File: config.mk
export PLATFORM = sky130hd
export DESIGN_NAME = mfvpt_cell
export DESIGN_NICKNAME = d
export VERILOG_FILES = /design/src/design/mfvpt_pkg.sv /design/src/design/mfvpt_cell.sv
export SDC_FILE = /design/constraint.sdc
export NUM_CORES = 1
export LEC_CHECK = 0
export BUFFER_PORTS_ARGS = -buffer_cell sky130_fd_sc_hd__buf_2
export CAP_MARGIN = 10
export CORE_UTILIZATION = 52
export CTS_CLUSTER_DIAMETER = 30
export DETAILED_ROUTE_END_ITERATION = 8
export PLACE_DENSITY = 0.82
export SETUP_SLACK_MARGIN = 0.05
export SYNTH_ARGS = -nofsm -noshare
export SYNTH_HDL_FRONTEND = slang
export SYNTH_SLANG_ARGS = --single-unit
File: constraint.sdc
create_clock -name i_clk -period 3.9 [get_ports i_clk]
set_input_delay 0.195 -clock i_clk [delete_from_list [all_inputs] [get_ports i_clk]]
set_output_delay 0.195 -clock i_clk [all_outputs]
set_load 0.02 [all_outputs]
File: src/design/mfvpt_pkg.sv
// package for the most frequent value pop table
// holds sizes, status and action codes, and the scan token and update types
// no dependencies
package mfvpt_pkg;

    localparam int ENTRIES    = 64;
    localparam int COUNT_BITS = 16;
    localparam int IDX_W      = (ENTRIES > 1) ? $clog2(ENTRIES) : 1;
    localparam int VALUE_W    = 32;
    localparam int STATUS_W   = 2;

    localparam logic ACT_INSERT = 1'b0;
    localparam logic ACT_POP    = 1'b1;

    localparam logic [STATUS_W-1:0] ST_INSERTED = 2'd0;
    localparam logic [STATUS_W-1:0] ST_POPPED   = 2'd1;
    localparam logic [STATUS_W-1:0] ST_EMPTY    = 2'd2;
    localparam logic [STATUS_W-1:0] ST_FULL     = 2'd3;

    typedef enum logic [1:0] {
        UPD_NEW,
        UPD_INC,
        UPD_CLR
    } t_upd_kind;

    // token that walks the chain, one cell per cycle
    typedef struct packed {
        logic                      active;
        logic                      op;
        logic signed [VALUE_W-1:0] value;
        logic [COUNT_BITS-1:0]     count;
        logic                      hit;
        logic [IDX_W-1:0]          hit_idx;
        logic                      free;
        logic [IDX_W-1:0]          free_idx;
    } t_scan;

    typedef struct packed {
        logic                      en;
        t_upd_kind                 kind;
        logic [IDX_W-1:0]          idx;
        logic signed [VALUE_W-1:0] value;
    } t_upd;

endpackage

File: src/design/mfvpt_cell.sv
// one table slot: value, count and valid mark, plus one stage of the scan chain
// depends on mfvpt_pkg
module mfvpt_cell (
    input  logic                         i_clk,
    input  logic                         i_rst_n,
    input  logic [mfvpt_pkg::IDX_W-1:0]  i_idx,
    input  mfvpt_pkg::t_scan             i_tok,
    input  mfvpt_pkg::t_upd              i_upd,
    output mfvpt_pkg::t_scan             o_tok
);
    import mfvpt_pkg::*;

    logic                      r_valid;
    logic signed [VALUE_W-1:0] r_value;
    logic [COUNT_BITS-1:0]     r_count;
    t_scan                     r_tok;
    t_scan                     n_tok;
    logic                      w_sel;

    assign w_sel = i_upd.en && (i_upd.idx == i_idx);

    always_comb begin
        n_tok = i_tok;
        if (i_tok.active) begin
            case (i_tok.op)
                ACT_INSERT: begin
                    if (!i_tok.hit) begin
                        if (r_valid && (r_value == i_tok.value)) begin
                            n_tok.hit     = 1'b1;
                            n_tok.hit_idx = i_idx;
                        end else if (!r_valid && !i_tok.free) begin
                            n_tok.free     = 1'b1;
                            n_tok.free_idx = i_idx;
                        end
                    end
                end
                ACT_POP: begin
                    if (r_valid && (!i_tok.hit || (r_count > i_tok.count) ||
                        ((r_count == i_tok.count) && (r_value > i_tok.value)))) begin
                        n_tok.hit     = 1'b1;
                        n_tok.hit_idx = i_idx;
                        n_tok.value   = r_value;
                        n_tok.count   = r_count;
                    end
                end
                default: begin
                end
            endcase
        end
    end

    always_ff @(posedge i_clk) begin
        if (!i_rst_n) begin
            r_valid <= 1'b0;
            r_tok   <= '0;
        end else begin
            r_tok <= n_tok;
            if (w_sel) begin
                case (i_upd.kind)
                    UPD_NEW: r_valid <= 1'b1;
                    UPD_CLR: r_valid <= 1'b0;
                    default: begin
                    end
                endcase
            end
        end
    end

    always_ff @(posedge i_clk) begin
        if (w_sel) begin
            case (i_upd.kind)
                UPD_NEW: begin
                    r_value <= i_upd.value;
                    r_count <= COUNT_BITS'(1);
                end
                UPD_INC: begin
                    if (r_count != {COUNT_BITS{1'b1}}) begin
                        r_count <= r_count + COUNT_BITS'(1);
                    end
                end
                default: begin
                end
            endcase
        end
    end

    assign o_tok = r_tok;

endmodule

# Yosys cells after proc, flatten, opt, wreduce, memory -nomap -nowiden
# Index checks and enable logic that the tools add are counted.
# totals
ff_bits	113
in_bits	113
out_inout_bits	64
word_cells	50
# classes
add_sub_neg	1
n_lt_le_gt_ge	2
eq_ne	7
n_mux	12
n_bitwise	1
reduce_logical	16
# ops
cell	n
$mux W62	1
$mux W55	1
$mux W48	1
$eq A32 B32 Y1	1
$gt A32 B32 Y1	1
$pmux W16 S2	1
$mux W7	4
$add A16 B1 Y16 const B	1
$eq A16 B16 Y1	1
$gt A16 B16 Y1	1
$mux W16	1
$ne A16 B16 Y1 const B	1
$mux W14	1
$pmux W7 S2	1
$eq A6 B6 Y1	1
$logic_and A1 B1 Y1	5
$reduce_and A2 Y1	2
$reduce_bool A2 Y1	2
$logic_not A1 Y1	3
$reduce_and A3 Y1	1
$eq A2 B1 Y1 const B	1
$eq A2 B2 Y1 const B	1
$logic_not A2 Y1	1
$logic_or A1 B1 Y1	2
other kinds (3)	3

# Depth between registers and ports, before layout
# depth
word_depth	7
depth_mapped	12

# Least setup slack after synthesis
# Ideal clock, no wire load.
# synth_path
path_type	in2reg
from	in i_idx[5] (netlist bit)
to	reg r_value[0] (enable)
setup_time_ns	0.464
t_arrival_ns	3.158
required_ns	3.436
slack_ns	0.279
path_stages	3
n_path_buf	0
path_cell_list	xor2_1 > or4_1 > nor3_1
# synth_between
elab_chain_cells	3
# synth_rtl
item	line_no	text
start, declared	mfvpt_cell.sv:6	input logic [mfvpt_pkg::IDX_W-1:0] i_idx,
$eq A6 B6 Y1	mfvpt_cell.sv:20	assign w_sel = i_upd.en && (i_upd.idx == i_idx);
$logic_and A1 B1 Y1	mfvpt_cell.sv:20	
$reduce_and A2 Y1 (no line)	--	
end signal, assigned	mfvpt_cell.sv:73	r_value <= i_upd.value;
end, declared	mfvpt_cell.sv:14	logic signed [VALUE_W-1:0] r_value;
# Every way passes these cells.
# A chain may end at the register's enable or synchronous reset.

# Worst setup path in the final report
# layout_path
from	reg r_count[12]
to	reg r_tok, in the netlist o_tok[20]
# layout_between
elab_chain_cells	7
# layout_rtl
item	line_no	text
start, declared	mfvpt_cell.sv:15	logic [COUNT_BITS-1:0] r_count;
start signal, assigned	mfvpt_cell.sv:78	r_count <= r_count + COUNT_BITS'(1);
$gt A16 B16 Y1 / $eq A16 B16 Y1 (equally long branches)	mfvpt_cell.sv:38, mfvpt_cell.sv:39	
$logic_or A1 B1 Y1 / $logic_and A1 B1 Y1 (equally long branches)	mfvpt_cell.sv:38, mfvpt_cell.sv:39	
$logic_or A1 B1 Y1 (*)	mfvpt_cell.sv:38	if (r_valid && (!i_tok.hit || (r_count > i_tok.count) ||
$logic_and A1 B1 Y1 (*)	mfvpt_cell.sv:38	
$mux W55 (*)	mfvpt_cell.sv:38	
$mux W48 (*)	mfvpt_cell.sv:25	case (i_tok.op)
$mux W62 (*)	mfvpt_cell.sv:24	if (i_tok.active) begin
end signal, assigned	mfvpt_cell.sv:57	r_tok <= n_tok;
end, declared	mfvpt_cell.sv:16	t_scan r_tok;
# Mark *: on every way between the ends. The rest lies on a longest branch, timed or not.

==> insert_results.sql <==
INSERT INTO impl_metrics (metric_group, metric, value, unit) VALUES
('outcome', 'outcome', 'completed', ''),
('sta', 'worst_clock_skew', '12.1', 'ps'),
('global_route', 'grt_antenna_before_repair', '1', ''),
('cts', 'postCtsResizedCells', '0', ''),
('logic_synthesis', 'ys_ff_latch', '113', ''),
('routing', 'wirelength_met1', '6.35', 'mm'),
('finish', 'synthToLayoutAreaGrowth', '41.5', '%'),
('finish', 'num-fill-cells', '696', ''),
('worst_setup_path', 'worst-endpoint-arrival', '3750', 'ps'),
('finish', 'layout_commonest_cell', 'sky130_fd_sc_hd__buf_2', ''),
('routing', 'antenna_nets_post_route', '0', ''),
('sta', 'report.final.setup_viol', '0', ''),
('finish', 'final_core_utilization', '0.761', ''),
('worst_setup_path', 'cp.required', '4300', 'ps'),
('cts', 'clk-insertion-delay-late', '520', 'ps'),
('cts', 'cts_buffer_depth', '2', ''),
('sta', 'tightestPinTransition', '1100', 'ps'),
('place', 'dp.final_hpwl', '10.4', 'mm'),
('routing', 'detailedRoute.firstPassIterationCount', '5', ''),
('hold_path', 'min_path_cells', '3', ''),
('place', 'gp_congestion', '0.854', ''),
('routing', 'route.met3.wl', '1.02', 'mm'),
('floorplanning', 'die_area', '0.0117', 'mm2'),
('worst_setup_path', 'rrSetupSlack', '550', 'ps'),
('sta', 'min_period_over_period', '0.858', ''),
('logic_synthesis', 'synth_nets', '709', ''),
('global_route', 'global_route_wire_length_before_repair', '25.9', 'mm'),
('hold_path', 'timing.hold.worst.start', 'i_tok[55]', ''),
('cts', 'cts-buffers-inserted', '17', ''),
('place', 'count_of_placed_standard_cells_including_taps', '844', ''),
('cts', 'clock_tree_from_tritoncts', 'built', ''),
('logic_synthesis', 'syn-instance-count', '547', ''),
('job', 'maxCapViolCount', '0', ''),
('place', 'post_placement_cell_area', '0.00685', 'mm2'),
('worst_setup_path', 'worstReg2RegEnd', 'o_tok[20]', ''),
('logic_synthesis', 'yosysSeqAreaShare', '0.468', ''),
('cts', 'path_clk_slew', '60', 'ps'),
('finish', 'stdcell_count', '960', ''),
('worst_setup_path', 'critPathKind', 'register to register', ''),
('routing', 'detail_route.drc_violations', '0', ''),
('logic_synthesis', 'netlist_area_before_placement', '0.00585', 'mm2'),
('routing', 'dr.max_layer_used', 'met4', ''),
('global_route', 'total_grt_usage', '0.294', ''),
('finish', 'layout.cell_area.non_filler', '0.00828', 'mm2'),
('logic_synthesis', 'synthesis.area_per_instance', '10.7', 'um2'),
('logic_synthesis', 'number_of_warnings_issued_by_yosys', '0', ''),
('logic_synthesis', 'async_flop_share', '0', ''),
('worst_setup_path', 'critPathLaunchType', 'register', ''),
('power_and_ir_drop', 'power.static_leakage', '3.75', 'nW'),
('place', 'io_buffers', '176', ''),
('finish', 'num-nets-final', '968', ''),
('finish', 'drive_gt1_frac', '0.266', ''),
('logic_synthesis', 'synth_enable_flop_cells', '48', ''),
('worst_setup_path', 'cp-end-kind', 'register', ''),
('floorplanning', 'initial_utilization', '0.538', ''),
('hold_path', 'hold_path_end', 'o_tok[55]', ''),
('sta', 'fin_hold_ws', '15.4', 'ps'),
('cts', 'clockRootBuffer', 'sky130_fd_sc_hd__clkbuf_8', ''),
('cts', 'cts-hold-fix-buffers', '83', ''),
('worst_setup_path', 'path_max_fanout', '30', ''),
('logic_synthesis', 'yosysUniqueCellTypes', '49', ''),
('worst_setup_path', 'number_of_cells_traversed_by_the_worst_register_to_register_path', '10', ''),
('floorplanning', 'rows', '38', ''),
('hold_path', 'timing.hold.worst.class', 'input port to register', ''),
('finish', 'final_cell_mix', 'sky130_fd_sc_hd__buf_2, sky130_fd_sc_hd__dlygate4sd3_1, sky130_fd_sc_hd__dfxtp_1', ''),
('logic_synthesis', 'netlist.top_cell.by_area', 'sky130_fd_sc_hd__edfxtp_1', ''),
('routing', 'num_vias', '5138', ''),
('sta', 'slew_headroom', '0.267', ''),
('floorplanning', 'dieHeight', '108', 'um'),
('global_route', 'grt_max_degree', '72', ''),
('routing', 'wirelength', '16.6', 'mm');
-- kinds of logic after synthesis --
family | after synthesis | synth area share
buffers and inverters | 76 | 0.0568
muxes | 60 | 0.103
adders and majority gates | 49 | 0.105
AOI/OAI and AO/OA | 67 | 0.0757
xor gates and xnor gates | 20 | 0.0299
DFF | 113 | 0.468
and+or+nand+nor | 162 | 0.162
-- sequential cells by signal, summed over array words and instances (netlist names) --
| signal | count |
|---|---|
| r_count | 16 |
| o_tok | 64 |
| r_value | 32 |
| r_valid | 1 |
-- Yosys cell counts, types with 3 or more instances --
cell / count
sky130_fd_sc_hd__a211o_1: 6
sky130_fd_sc_hd__and2_1: 3
sky130_fd_sc_hd__nand4_1: 12
sky130_fd_sc_hd__o21ai_0: 15
sky130_fd_sc_hd__mux2i_1: 60
sky130_fd_sc_hd__nor3_1: 3
sky130_fd_sc_hd__clkbuf_1: 17
sky130_fd_sc_hd__and4_1: 11
sky130_fd_sc_hd__nand2_1: 15
sky130_fd_sc_hd__o211ai_1: 3
sky130_fd_sc_hd__nor2_1: 25
sky130_fd_sc_hd__ha_1: 49
sky130_fd_sc_hd__dfxtp_1: 65
sky130_fd_sc_hd__edfxtp_1: 48
sky130_fd_sc_hd__nor2b_1: 57
sky130_fd_sc_hd__a21oi_1: 16
sky130_fd_sc_hd__and3_1: 8
sky130_fd_sc_hd__xor2_1: 15
sky130_fd_sc_hd__nand3_1: 16
sky130_fd_sc_hd__xnor2_1: 5
sky130_fd_sc_hd__inv_1: 53
sky130_fd_sc_hd__o21a_1: 11
-- final cells by class --
cell class | count | area (um2) | area share
Antenna cell | 1 | 2.50 | 0.000302
Clock buffer | 17 | 414 | 0.0500
Clock inverter | 15 | 185 | 0.0224
Inverter | 53 | 199 | 0.0240
Multi-Input combinational cell | 358 | 2800 | 0.338
Sequential cell | 113 | 2740 | 0.331
Tap cell | 140 | 175 | 0.0211
Timing Repair Buffer | 263 | 1770 | 0.213
-- through the flow --
step           power (mW)  worst slack, ps
5_1_grt              3.34              417
2_1_floorplan        1.48              279
3_5_place_dp         1.63              640
6_report             3.24              552
4_1_cts              3.24              603
3_3_place_gp         1.61              686
-- routing by layer --
metal | track usage | up-vias
met5 | 0 | -
met4 | 0.156 | 0
met3 | 0.0567 | 58
met2 | 0.533 | 227
met1 | 0.322 | 2404
li1 | - | 2449
-- power by group --
| part | total (mW) | internal (mW) | switching [mW] |
|---|---|---|---|
| Sequential | 1.28 | 1.27 | 0.0125 |
| Combinational | 0.395 | 0.191 | 0.203 |
| Clock | 1.56 | 0.978 | 0.580 |
| Total | 3.24 | 2.44 | 0.796 |
-- how the worst max path moves through the flow --
stage / start / to / slack, ps / cells past startpoint
2_1_floorplan: i_idx[5] / r_value[0] / 280 / 3
3_3_place_gp: r_count[12] / o_tok[26] / 690 / 10
3_5_place_dp: r_count[11] / o_tok[31] / 640 / 10
4_1_cts: r_count[12] / o_tok[28] / 600 / 10
5_1_grt: r_count[12] / o_tok[20] / 420 / 10
6_report: r_count[12] / o_tok[20] / 550 / 10
-- worst max-delay path, cell delays in order, from the launching register on --
cell                       delay [ps]
sky130_fd_sc_hd__edfxtp_1         470
sky130_fd_sc_hd__ha_1             340
sky130_fd_sc_hd__nand2_1           80
sky130_fd_sc_hd__or4_4            580
sky130_fd_sc_hd__a21o_1           180
sky130_fd_sc_hd__a32oi_1          350
sky130_fd_sc_hd__a22oi_1          190
sky130_fd_sc_hd__nand3_4          370
sky130_fd_sc_hd__buf_12           310
sky130_fd_sc_hd__mux2i_1          260
sky130_fd_sc_hd__nor2b_1           80
Power figures use the tool's default switching activity.
